==> src/arh_pkg.sv <==
// ----------------------------------------------------------------------------
// arh_pkg: shared types, constants and helpers
// Widths, exponent limits, command codes, bank control word and the
// saturating arithmetic used by the auto-ranging histogram.
// ----------------------------------------------------------------------------
`default_nettype none

package arh_pkg;

	localparam int CNT_W    = 32;
	localparam int SMP_W    = 32;
	localparam int EXP_W    = 6;
	localparam int IDX_W    = 6;
	localparam int PADDR_W  = 3;
	localparam int BINS_DEF = 32;

	localparam logic signed [EXP_W-1:0] EXP_MIN     = -6'sd8;
	localparam logic signed [EXP_W-1:0] EXP_MAX     = 6'sd24;
	localparam logic signed [EXP_W-1:0] START_RESET = 6'sd0;

	// command codes
	localparam logic CMD_INSERT = 1'b0;
	localparam logic CMD_FLUSH  = 1'b1;

	// register index (byte address / 4)
	localparam logic REG_START = 1'b0;

	typedef struct packed {
		logic re;
		logic we;
		logic clr_all;
		logic clr_upper;
	} bank_ctl_t;

	function automatic logic [CNT_W-1:0] sat_add(input logic [CNT_W-1:0] a,
			input logic [CNT_W-1:0] b);
		logic [CNT_W:0] t;
		t = {1'b0, a} + {1'b0, b};
		return t[CNT_W] ? {CNT_W{1'b1}} : t[CNT_W-1:0];
	endfunction

	function automatic logic signed [EXP_W-1:0] clamp_exp(input logic signed [EXP_W-1:0] v);
		logic signed [EXP_W-1:0] r;
		r = v;
		if (v < EXP_MIN) r = EXP_MIN;
		if (v > EXP_MAX) r = EXP_MAX;
		return r;
	endfunction

endpackage

`default_nettype wire

==> src/arh_bank.sv <==
// ----------------------------------------------------------------------------
// arh_bank: bin counter memory
// One-write, one-read synchronous RAM with registered read data, plus a
// per-entry valid bit so a full clear or an upper-half clear only drops valid bits.
// ----------------------------------------------------------------------------
`default_nettype none

module arh_bank #(
	parameter int NB = 32
) (
	input  wire                       clk,
	input  wire                       arst_n,
	input  arh_pkg::bank_ctl_t        ctl,
	input  wire [$clog2(NB)-1:0]      raddr,
	input  wire [$clog2(NB)-1:0]      waddr,
	input  wire [arh_pkg::CNT_W-1:0]  wdata,
	output logic [arh_pkg::CNT_W-1:0] rdata
);
	import arh_pkg::*;

	localparam int AW = $clog2(NB);
	localparam int HB = NB / 2;

	logic [CNT_W-1:0] mem_q [NB];
	logic [NB-1:0]    vld_q;
	logic [CNT_W-1:0] rd_s1;
	logic             rdv_s1;

	always_ff @(posedge clk) begin
		if (ctl.we) begin
			mem_q[waddr] <= wdata;
		end
		if (ctl.re) begin
			rd_s1 <= mem_q[raddr];
		end
	end

	// invalid entries read as zero
	always_ff @(posedge clk or negedge arst_n) begin
		if (!arst_n) begin
			vld_q  <= '0;
			rdv_s1 <= 1'b0;
		end else begin
			if (ctl.re) begin
				rdv_s1 <= vld_q[raddr];
			end
			for (int k = 0; k < NB; k++) begin
				if (ctl.clr_all || (ctl.clr_upper && k >= HB)) begin
					vld_q[k] <= 1'b0;
				end else if (ctl.we && waddr == AW'(k)) begin
					vld_q[k] <= 1'b1;
				end
			end
		end
	end

	assign rdata = rdv_s1 ? rd_s1 : '0;

`ifndef SYNTH
	// the sequencer never reads the entry it writes in the same cycle
	a_no_rw_collide: assert property (@(posedge clk) disable iff (!arst_n)
		!(ctl.we && ctl.re && waddr == raddr))
		else $error("bank read and write hit the same entry");
	a_clr_no_write: assert property (@(posedge clk) disable iff (!arst_n)
		ctl.clr_all |-> !ctl.we)
		else $error("write during full clear");
	a_merge_low: assert property (@(posedge clk) disable iff (!arst_n)
		(ctl.we && ctl.clr_upper) |-> (waddr < AW'(HB)))
		else $error("merge write into cleared upper half");
`endif

endmodule

`default_nettype wire

==> src/auto_ranging_histogram_unit.sv <==
// ----------------------------------------------------------------------------
// auto_ranging_histogram_unit: histogram with power-of-two auto ranging
// Counts samples into NB bins whose width doubles on overflow below EXP_MAX,
// and dumps and clears all bins on a flush, shrinking the range afterwards.
// ----------------------------------------------------------------------------
// Usage:
//  - Command channel: drive cmd/sample with start; the word is taken at a
//    clock edge with start high and busy low. cmd=insert counts sample,
//    cmd=flush dumps the bins.
//  - Result channel: a flush emits NB words, one per cycle, each marked by
//    valid for one cycle (bin_index, bin_count, range_exponent, last_bin).
//    The receiver cannot stall; words pass the bank and output registers.
//  - Insert in range: counter read, then write back.
//    Each range doubling reads each bin once through the single bank
//    read port and merges the bins in pairs (S_EXA, S_EXB), then S_EXL, S_CHK.
//  - Flush: NB bin reads, then range halvings, one per cycle.
//  - start_exponent at byte address 0 via APB; a write clears all bins
//    (their valid bits drop) and reloads the exponent, clamped to
//    [-8, 24]. Write only while busy is low.
//  - Reset: all bins zero, exponent 0, no clearing pass needed.
// ----------------------------------------------------------------------------
`default_nettype none

module auto_ranging_histogram_unit #(
	parameter int BINS = arh_pkg::BINS_DEF
) (
	input  wire                               clk,
	input  wire                               arst_n,
	// config port
	input  wire                               psel,
	input  wire                               penable,
	input  wire                               pwrite,
	input  wire [arh_pkg::PADDR_W-1:0]        paddr,
	input  wire [31:0]                        pwdata,
	output logic [31:0]                       prdata,
	output logic                              pready,
	// command channel
	input  wire                               start,
	output logic                              busy,
	input  wire                               cmd,
	input  wire [arh_pkg::SMP_W-1:0]          sample,
	// result channel
	output logic                              valid,
	output logic [arh_pkg::IDX_W-1:0]         bin_index,
	output logic [arh_pkg::CNT_W-1:0]         bin_count,
	output logic signed [arh_pkg::EXP_W-1:0]  range_exponent,
	output logic                              last_bin
);
	import arh_pkg::*;

	localparam int NB = 2 * (BINS / 2);       // even bin count actually used
	localparam int HB = NB / 2;
	localparam int AW = $clog2(NB);
	localparam int PW = (HB > 1) ? $clog2(HB) : 1;
	localparam int SW = AW + 10;              // (L+1) << up to 9
	localparam int XW = SMP_W + 8;            // sample with 8 fraction bits

	typedef enum logic [8:0] {
		S_IDLE = 9'b000000001,
		S_UPD  = 9'b000000010,
		S_EXA  = 9'b000000100,
		S_EXB  = 9'b000001000,
		S_EXL  = 9'b000010000,
		S_CHK  = 9'b000100000,
		S_FL   = 9'b001000000,
		S_DRN  = 9'b010000000,
		S_SHR  = 9'b100000000
	} state_t;

	state_t                   state_q, state_d;
	logic signed [EXP_W-1:0]  exp_q;
	logic [EXP_W-1:0]         cfg_q;
	logic [SMP_W-1:0]         sample_q;
	logic [AW-1:0]            idx_q;     // insert target bin
	logic [PW-1:0]            pair_q;    // merge pair index
	logic [CNT_W-1:0]         even_q;    // even bin of current pair
	logic [AW-1:0]            fidx_q;    // flush read index
	logic [AW-1:0]            hi_q;      // highest nonzero bin seen in flush
	logic [3:0]               h_q;       // halvings done
	logic                     fl_s1;
	logic [AW-1:0]            fidx_s1;

	logic                     valid_q, last_q;
	logic [IDX_W-1:0]         bidx_q;
	logic [CNT_W-1:0]         bcnt_q;
	logic signed [EXP_W-1:0]  rexp_q;

	bank_ctl_t                ctl;
	logic [AW-1:0]            raddr, waddr;
	logic [CNT_W-1:0]         wdata, rdata;

	logic                     cfg_wr;
	logic [SMP_W-1:0]         smp_src;
	logic [EXP_W-1:0]         shamt;
	logic [XW-1:0]            scaled;
	logic                     oor, grow;
	logic [AW-1:0]            ins_idx;
	logic [SW-1:0]            span;
	logic                     shr_go;
	logic                     pair_last, fl_last;

	assign pready = 1'b1;
	assign cfg_wr = psel && penable && pwrite && pready && (paddr[PADDR_W-1] == REG_START);
	assign prdata = (paddr[PADDR_W-1] == REG_START) ? {{(32-EXP_W){1'b0}}, cfg_q} : '0;

	assign busy = (state_q != S_IDLE);

	// bin of sample: {s, 8'b0} >> (e+8) covers both shift directions
	assign smp_src = (state_q == S_CHK) ? sample_q : sample;
	assign shamt   = EXP_W'(unsigned'(exp_q)) + EXP_W'(8);
	assign scaled  = {smp_src, 8'b0} >> shamt;
	assign oor     = (scaled >= XW'(NB));
	assign grow    = oor && (exp_q != EXP_MAX);
	assign ins_idx = oor ? AW'(NB - 1) : scaled[AW-1:0];

	assign pair_last = (pair_q == PW'(HB - 1));
	assign fl_last   = (fidx_q == AW'(NB - 1));

	// shrink while (L+1) * 2^(h+1) < NB
	assign span   = (SW'(hi_q) + SW'(1)) << (h_q + 4'd1);
	assign shr_go = (span < SW'(NB)) && (exp_q > EXP_MIN) && (h_q < 4'd8);

	always_comb begin
		state_d = state_q;
		ctl     = '0;
		raddr   = '0;
		waddr   = '0;
		wdata   = '0;
		case (state_q)
			S_IDLE, S_CHK: begin
				if (state_q == S_CHK || (start && cmd == CMD_INSERT)) begin
					if (grow) begin
						state_d = S_EXA;
					end else begin
						ctl.re  = 1'b1;
						raddr   = ins_idx;
						state_d = S_UPD;
					end
				end else if (start) begin
					state_d = S_FL;
				end
			end
			S_UPD: begin
				ctl.we  = 1'b1;
				waddr   = idx_q;
				wdata   = sat_add(rdata, CNT_W'(1));
				state_d = S_IDLE;
			end
			S_EXA: begin
				ctl.re = 1'b1;
				raddr  = AW'({pair_q, 1'b0});
				if (pair_q != '0) begin
					// odd bin of previous pair is on rdata now
					ctl.we = 1'b1;
					waddr  = AW'(pair_q - PW'(1));
					wdata  = sat_add(even_q, rdata);
				end
				state_d = S_EXB;
			end
			S_EXB: begin
				ctl.re  = 1'b1;
				raddr   = AW'({pair_q, 1'b1});
				state_d = pair_last ? S_EXL : S_EXA;
			end
			S_EXL: begin
				ctl.we        = 1'b1;
				ctl.clr_upper = 1'b1;
				waddr         = AW'(HB - 1);
				wdata         = sat_add(even_q, rdata);
				state_d       = S_CHK;
			end
			S_FL: begin
				ctl.re = 1'b1;
				raddr  = fidx_q;
				if (fl_last) begin
					ctl.clr_all = 1'b1;
					state_d     = S_DRN;
				end
			end
			S_DRN: begin
				state_d = S_SHR;
			end
			S_SHR: begin
				if (!shr_go) state_d = S_IDLE;
			end
			default: begin
				state_d = S_IDLE;
			end
		endcase
		ctl.clr_all = ctl.clr_all | cfg_wr;
	end

	always_ff @(posedge clk or negedge arst_n) begin
		if (!arst_n) begin
			state_q <= S_IDLE;
			exp_q   <= clamp_exp(START_RESET);
			cfg_q   <= '0;
			fl_s1   <= 1'b0;
			valid_q <= 1'b0;
		end else begin
			state_q <= state_d;
			fl_s1   <= (state_q == S_FL);
			valid_q <= fl_s1;
			if (cfg_wr) begin
				cfg_q <= pwdata[EXP_W-1:0];
				exp_q <= clamp_exp(signed'(pwdata[EXP_W-1:0]));
			end else if (state_q == S_EXL) begin
				exp_q <= exp_q + 6'sd1;
			end else if (state_q == S_SHR && shr_go) begin
				exp_q <= exp_q - 6'sd1;
			end
		end
	end

	// datapath registers
	always_ff @(posedge clk) begin
		if (state_q == S_IDLE && start) begin
			sample_q <= sample;
			pair_q   <= '0;
			fidx_q   <= '0;
			hi_q     <= '0;
		end
		if (ctl.re && (state_q == S_IDLE || state_q == S_CHK)) begin
			idx_q <= ins_idx;
		end
		if (state_q == S_CHK) begin
			pair_q <= '0;
		end
		if (state_q == S_EXB) begin
			even_q <= rdata;
			if (!pair_last) pair_q <= pair_q + PW'(1);
		end
		if (state_q == S_FL) begin
			fidx_q <= fidx_q + AW'(1);
		end
		fidx_s1 <= fidx_q;
		if (state_q == S_DRN) begin
			h_q <= '0;
		end else if (state_q == S_SHR && shr_go) begin
			h_q <= h_q + 4'd1;
		end
		if (fl_s1) begin
			bidx_q <= IDX_W'(fidx_s1);
			bcnt_q <= rdata;
			rexp_q <= exp_q;
			last_q <= (fidx_s1 == AW'(NB - 1));
			if (rdata != '0) hi_q <= fidx_s1;
		end
	end

	assign valid          = valid_q;
	assign bin_index      = bidx_q;
	assign bin_count      = bcnt_q;
	assign range_exponent = rexp_q;
	assign last_bin       = last_q;

	arh_bank #(
		.NB(NB)
	) u_bank (
		.clk   (clk),
		.arst_n(arst_n),
		.ctl   (ctl),
		.raddr (raddr),
		.waddr (waddr),
		.wdata (wdata),
		.rdata (rdata)
	);

`ifndef SYNTH
	a_exp_range: assert property (@(posedge clk) disable iff (!arst_n)
		(exp_q >= EXP_MIN) && (exp_q <= EXP_MAX))
		else $error("range exponent out of bounds");
	a_run_ends: assert property (@(posedge clk) disable iff (!arst_n)
		(valid && last_bin) |=> !valid)
		else $error("word after last bin");
	a_run_steps: assert property (@(posedge clk) disable iff (!arst_n)
		(valid && !last_bin) |=> (valid && bin_index == $past(bin_index) + 6'd1))
		else $error("flush run broken");
	a_idle_drained: assert property (@(posedge clk) disable iff (!arst_n)
		(state_q == S_IDLE) |-> !fl_s1)
		else $error("idle with flush read in flight");
`endif

endmodule

`default_nettype wire
==> config.mk <==
export PLATFORM = sky130hd
export DESIGN_NAME = auto_ranging_histogram_unit
export DESIGN_NICKNAME = d
export VERILOG_FILES = /design/src/arh_pkg.sv /design/src/arh_bank.sv /design/src/auto_ranging_histogram_unit.sv
export SDC_FILE = /design/constraint.sdc
export NUM_CORES = 2
export LEC_CHECK = 0
export CELL_PAD_IN_SITES_DETAIL_PLACEMENT = 1
export CELL_PAD_IN_SITES_GLOBAL_PLACEMENT = 1
export CORE_AREA = 2 2 433 435
export CTS_CLUSTER_DIAMETER = 30
export DETAILED_ROUTE_END_ITERATION = 10
export DIE_AREA = 0 0 435 437
export DONT_BUFFER_PORTS = 1
export PLACE_DENSITY = 0.5
export SLEW_MARGIN = 10
export SYNTH_ARGS = -nofsm -noshare
export SYNTH_HDL_FRONTEND = slang
export SYNTH_SLANG_ARGS = --single-unit
export TNS_END_PERCENT = 1
==> constraint.sdc <==
create_clock -name clk -period 5.4 [get_ports clk]
set_clock_uncertainty 0.05 [all_clocks]
set_input_delay 0.27 -clock clk [delete_from_list [all_inputs] [get_ports clk]]
set_output_delay 0.27 -clock clk [all_outputs]
set_load 0.01 [all_outputs]
## Word-level counts from Yosys, hierarchy flattened

Memories as Yosys holds them, arrays and structs flattened. A register that Yosys moved wholly into a read port is not among the register bits.
Cells that the tools add are included.
Widths: inputs -> output; s select.

| storage, ports and cells | value |
|---|---|
| memories kept | 1 |
| bits in registers | 192 |
| RAM bits | 1024 |

| cells by class | value |
|---|---|
| equality and inequality tests | 48 |
| bitwise operators | 3 |
| add/sub/neg operators | 10 |
| shift operators | 2 |
| mux-type cells | 110 |
| reduce and logical (&&, ||, !) cells | 86 |
| magnitude comparators | 7 |

Memories:

| name | depth | width | rd ports | clocked after memory_dff | write ports | RTL line | source |
|---|---|---|---|---|---|---|---|
| u_bank.mem_q | 32 | 32 | 1 | 1 | 1 | arh_bank.sv:24 | `logic [CNT_W-1:0] mem_q [NB];` |

Operators with widths:

| kind | count |
|---|---|
| $mux 32 | 5 |
| $pmux 32 s3 | 1 |
| $eq 5x5->1 const B | 18 |
| $mux 1 | 73 |
| $reduce_bool 2->1 | 33 |
| $pmux 9 s7 | 1 |
| $mux 5 | 10 |
| $logic_and 1x1->1 | 42 |
| $eq 5x4->1 const B | 8 |
| $ge 40x6->1 const B | 1 |
| $shr 40x6->40 | 1 |
| $mux 6 | 6 |
| $mux 9 | 4 |
| $add 32x1->33 const B | 1 |
| $add 32x32->33 | 1 |
| $reduce_bool 32->1 | 1 |
| $eq 5x3->1 const B | 4 |
| $pmux 5 s4 | 1 |
| $mux 4 | 4 |
| $lt 15x6->1 const B | 1 |
| $pmux 5 s3 | 1 |
| $shl 6x4->15 | 1 |
| $eq 5x2->1 const B | 2 |
| $eq 9x1->1 const B | 1 |
| other kinds (38) | 45 |

## Logic depth before layout (Yosys ltp)

| logic depth | value |
|---|---|
| word-level depth | 10 |
| mapped depth | 24 |

## Cells and area by module

From an unflattened synthesis, not the netlist that was laid out.

| second synthesis, totals | value |
|---|---|
| cells, all modules | 3041 |
| area total of the unflattened synthesis | 53720.3 sq um |

By module, submodules not included:

| module | area an instance (sq um) | times used | cells an instance |
|---|---|---|---|
| arh_bank | 41509.8 | 1 | 1699 |
| auto_ranging_histogram_unit | 12210.5 | 1 | 1342 |

## Least setup slack after synthesis

No wires, ideal clock.

| timing path | value |
|---|---|
| path type | flip-flop to flip-flop |
| start | register u_bank.rdv_s1 |
| end | memory u_bank.mem_q[0][31], data pin |
| cell stages (with the launch flop) | 21 |
| library setup time | 454 ps |
| arrival | 5119 ps |
| path slack | -223 ps |
| period minus slack after synthesis | 5623 ps |
| cells stage by stage | dfrtp_1 clkbuf_1 clkbuf_1 clkbuf_1 nand2_1 inv_1 ha_1 a21o_1 a21oi_1 o21bai_1 a21oi_1 o21bai_1 a31o_2 o211ai_1 nand3_1 o211ai_1 a211oi_1 o41a_1 o2111ai_1 a211oi_1 o21ai_0 |

| between the ends | value |
|---|---|
| longest elaborated chain between the ends | 5 |
| elaborated cells between the ends (all ways) | 7 |
| those cells by class | add/sub (2); mux (5) |

Ends and longest elaborated chain:

| element | RTL line | source |
|---|---|---|
| from (decl) | arh_bank.sv:27 | `logic rdv_s1;` |
| from (signal assigned) | arh_bank.sv:45 | `rdv_s1 <= vld_q[raddr];` |
| $mux 32 * | arh_bank.sv:57 | `assign rdata = rdv_s1 ? rd_s1 : '0;` |
| named net rdata[1] | auto_ranging_histogram_unit.sv:90 | `logic [CNT_W-1:0] wdata, rdata;` |
| $add 32x32->33 | arh_pkg.sv:38 | `t = {1'b0, a} + {1'b0, b};` |
| $mux 32 | arh_pkg.sv:39 | `return t[CNT_W] ? {CNT_W{1'b1}} : t[CNT_W-1:0];` |
| $mux 32 | auto_ranging_histogram_unit.sv:152 | `if (pair_q != '0) begin` |
| $pmux 32 s3 * | auto_ranging_histogram_unit.sv:129 | `case (state_q)` |
| named net u_bank.wdata (one bit) | arh_bank.sv:16 | `input wire [arh_pkg::CNT_W-1:0] wdata,` |
| to (decl) | arh_bank.sv:24 |  |

Mark *: on every way through the listed nets, which the timed path passes. The rest lies on a longest branch.

## Worst setup path after layout

| timing path | value |
|---|---|
| start | register state_q[1] |
| end | register u_bank.rd_s1[7] (read register of u_bank.mem_q), data pin |

| between the ends | value |
|---|---|
| longest elaborated chain between the ends | 8 |
| elaborated cells between the ends (all ways) | 19 |
| those cells by class | order compare (1); eq/ne (5); shift (1); mux (8); reduce/logical (4) |

Ends and longest elaborated chain:

| element | RTL line | source |
|---|---|---|
| from (decl) | auto_ranging_histogram_unit.sv:70 | `state_t state_q, state_d;` |
| from (signal assigned) | auto_ranging_histogram_unit.sv:201 | `state_q <= state_d;` |
| $eq 9x6->1 | auto_ranging_histogram_unit.sv:109, auto_ranging_histogram_unit.sv:129, auto_ranging_histogram_unit.sv:131 |  |
| $mux 32 | auto_ranging_histogram_unit.sv:109 | `assign smp_src = (state_q == S_CHK) ? sample_q : sample;` |
| $shr 40x6->40 | auto_ranging_histogram_unit.sv:111 | `assign scaled = {smp_src, 8'b0} >> shamt;` |
| $ge 40x6->1 | auto_ranging_histogram_unit.sv:112 | `assign oor = (scaled >= XW'(NB));` |
| $mux 5 or $logic_and 1x1->1 (tied branches) | auto_ranging_histogram_unit.sv:114, auto_ranging_histogram_unit.sv:113 |  |
| $mux 5 or $mux 1 (tied branches) | auto_ranging_histogram_unit.sv:132 | `if (grow) begin` |
| $mux 5 or $mux 1 (tied branches) | auto_ranging_histogram_unit.sv:131 | `if (state_q == S_CHK \|\| (start && cmd == CMD_INSERT)) begin` |
| $pmux 5 s4 or $pmux 1 s2 (tied branches) | auto_ranging_histogram_unit.sv:129 |  |
| to (decl) | arh_bank.sv:26 | `logic [CNT_W-1:0] rd_s1;` |

Several ways; a longest one is shown, not always the timed one.
A chain may end at the register's enable or synchronous reset.

==> out/qor.yml <==
drc: 0
place_hpwl_um: 122000
design.core.area_um2: 185000
whs_endpoint: "state_q[6]"
hold_path_depth: 3
hold_viol_final: 0
critPathMostFrequentCell: "buf_4"
antenna_left: 0
drive_above_1_share_pct: 21.4
antenna_found_initial: 5
synth_seq_cells: 1248
grt_usage_pct: 21.1
met1Wirelength_um: 94400
maxCapViolCount: 0
syn_to_final_growth_pct: 33.4
ys_seq_area_share_pct: 66.8
grt.overflow.total: 0
drt-total-wl_um: 205000
crit_chain: "or4_4 > nor3_4 > buf_4 > mux2i_1 > buf_4 > nand2_1 > a22oi_2 > or4b_4 > a41oi_4 > and4_4 > a21oi_4 > o31ai_4 > buf_6 > buf_12 > buf_4 > nand2_1 > nand3_1 > a21oi_1 > or3_1 > nor4_2"
worst-path-max-fanout: 17
cpPeakStageDelay_ps: 570
grt_pass1_wl_um: 293000
synth_edf_count: 1174
max_freq_mhz: 188
clockBufferDepth: 4
worst_pin_slew_ps: 1170
grt_pass1_vias: 41062
start_util_pct: 30.0
hold_start: "cmd"
seqCellArea_um2: 37000
die_x_um: 435
vias_per_cell: 5.14
total_power_mw: 37.3
r2r_end: "u_bank.rd_s1[7]"
r2r_start: "state_q[1]"
syn-cell-area_um2: 55400
gp_congestion: 0.859
p_per_area_nw_per_um2: 505
finalNonFillerCells: 7746
drt_iter0_drc: 2871
nets: 5137
r2r_cells: 20
rsz0062_at_grt: "true"
dr.pass1.iters: 5
num_rows: 158
yosysUniqueCellTypes: 94
clock_latency_ps: 920
cpMaxStageDelayCell: "or4_4"
h-tree-depth: 5
yosysTopAreaCell: "edfxtp_1"
dp.cells: 7044
synth_flop_cell: "edfxtp_1"
clock_sinks: 1248
cp_top_family: "simple AND/OR/NAND/NOR gates"
syn_avg_cell_area_um2: 12.6
ff2ff_setup_slack_ps: 90
die_y_um: 437
slew_violations: 0
wire_per_inst_um: 26.5
pin_count: 154
crit_cells: 20
nFillCells: 19250
hold_path.class: "input port to flop"
async_flop_share_pct: 4.49
clkTransAtPathRegs_ps: 50
timing.final.crit_share_pct: 98.3
path_buf_inv: 5
cp-start-kind: "flop"
setup.worst_path.end_class: "flop"
path_class: "flop to flop"
synth_top_area_share_pct: 63.6
routed-via-count: 39782
grt_max_degree: 56
setup_viol: 0
fin_crit_ps: 5310
yosys-top-cells-area: "edfxtp_1 (64%), nand2_1 (6.2%), mux2i_1 (4.8%)"
dieArea_um2: 190000
critPathArrivalTime_ps: 5990
crit_required_ps: 6080
multi_input_comb_area_um2: 17400
finalCoreUtilization_pct: 40.0
leakage_nw: 28.2
yosysWarnings: 0
ir_worst_vdd_v: 0.000300
cts_tree: "built"
dr_wl_met3_um: 10100
slew_headroom_pct: 21.7
cts-root-buf: "clkbuf_16"
port_buffers: 0
route.met2.wl_um: 96000
status: "finished clean"
cts_inserted_buffers: 331
synthCells: 4398
top_layer_used: "met4"
-- stage by stage --
stage | worst slack, ps | hold slack (ps) | setup TNS, ps | area (um2)
global placement | -325 | -67.9 | -7850 | 61600
floorplan | 151 | -75.6 | 0 | 55500
finish | 93.6 | 163 | 0 | 73900
CTS | 5.16 | 87.1 | 0 | 73400
global route | -69.8 | 170 | -581 | 73900
detailed placement | -325 | -67.5 | -7060 | 61600
-- report_power, final --
| group | switching (mW) | internal, mW | leakage, nW |
|---|---|---|---|
| Sequential | 0.491 | 11.1 | 12.8 |
| Clock | 5.74 | 13.1 | 5.14 |
| Combinational | 4.12 | 2.85 | 10.2 |
| Total | 10.4 | 27.0 | 28.2 |
-- logic make-up after synthesis --
| family | share of synthesized area, % |
|---|---|
| buffers and inverters | 2.93 |
| multiplexers | 5.96 |
| XOR/XNOR | 1.11 |
| adder cells (fa/ha/maj) | 1.09 |
| other | 0.0135 |
| AND/OR/NAND/NOR | 13.9 |
| flip-flops | 66.8 |
| AO/OA/AOI/OAI | 8.26 |
-- flip-flops by register name, indices dropped and copies added (netlist names), 6 cells and up --
signal / count
state_q: 9
even_q: 32
u_bank.vld_q: 32
u_bank.rd_s1: 32
u_bank.mem_q: 1024
sample_q: 32
exp_q: 6
cfg_q: 6
range_exponent: 6
bin_count: 32
-- layer usage --
layer / vias to the layer above / GRT usage (%)
met5: - / 0
li1: 17668 / -
met2: 1107 / 34.0
met4: 0 / 5.91
met1: 20728 / 29.1
met3: 279 / 3.57
-- placed cells by master (no fill, tap or decap), types with 20 or more instances in the layout --
cell,n
edfxtp_1,1174
xor2_1,23
o22a_1,21
clkinv_1,42
inv_1,44
nand2b_1,21
and3_1,108
clkinv_2,48
nor2b_1,27
buf_12,70
o21a_1,46
nor2_4,31
nor3_1,45
dfrtp_1,50
and2_1,37
a31oi_1,98
mux2i_1,264
nand2_1,906
buf_4,354
o211ai_2,21
or2_1,20
a21oi_1,171
bufinv_16,34
nor2_1,95
conb_1,28
nand3_1,280
mux2_2,33
clkbuf_1,58
ha_1,45
a21o_1,34
o22ai_1,55
dlygate4sd3_1,90
clkinvlp_4,33
o21ai_0,96
clkbuf_16,343
xnor2_1,47
-- cells in the mapped netlist (10+ instances only) --
| library cell | number |
|---|---|
| o21a_1 | 46 |
| nor4_1 | 18 |
| edfxtp_1 | 1174 |
| mux2_2 | 34 |
| nor3_1 | 49 |
| buf_1 | 22 |
| a211oi_1 | 14 |
| a31oi_1 | 99 |
| o22ai_1 | 56 |
| o211ai_2 | 21 |
| or3_1 | 20 |
| a21o_1 | 34 |
| dfxtp_1 | 18 |
| clkbuf_1 | 115 |
| a21oi_1 | 173 |
| dfrtp_1 | 55 |
| buf_2 | 103 |
| xor2_1 | 23 |
| nand2b_1 | 21 |
| mux4_2 | 10 |
| xnor2_1 | 47 |
| and3_1 | 109 |
| o22a_1 | 21 |
| or2_1 | 20 |
| ha_1 | 45 |
| and2_1 | 36 |
| buf_6 | 12 |
| o211ai_1 | 11 |
| nor2_1 | 127 |
| o31ai_1 | 14 |
| mux2i_1 | 268 |
| nand3_1 | 281 |
| nor2b_1 | 27 |
| o21ai_0 | 108 |
| inv_1 | 44 |
| nand4_1 | 12 |
| a22oi_1 | 13 |
| nand2_1 | 909 |
| buf_4 | 38 |
-- tightest hold or removal path, cell delays in order --
cell           delay [ps]
dlygate4sd3_1         640
nand2_1                70
o21ai_0                80
-- worst max path at each step --
stage | start | end | slack [ps]
global placement | state_q[1] | u_bank.rd_s1[15] | -320
CTS | u_bank.rdv_s1 | u_bank.mem_q[12][26] | 5
detailed placement | state_q[1] | u_bank.rd_s1[19] | -320
floorplan | u_bank.rdv_s1 | u_bank.mem_q[0][28] | 150
finish | state_q[1] | u_bank.rd_s1[7] | 90
global route | state_q[1] | u_bank.rd_s1[4] | -70
-- area by class of cell --
cell class                 count  area share, %
timing repair buffer         549           7.54
multi-input combinational   2840           23.5
tap                         2480           4.20
inverter                      46          0.233
clock inverter               173           2.46
antenna                        1        0.00338
clock buffer                 409           12.0
sequential                  1248           50.1
-- timing repair --
action                                  4_1_cts  5_1_grt
resized for setup                             9       64
hold endpoints to repair                    118        0
hold buffers                                 92        0
endpoints found under the setup margin       32     1025
cloned                                        1        5
buffers inserted                              2       19
pin swaps                                     7       16
(Power assumes the default switching activity.)
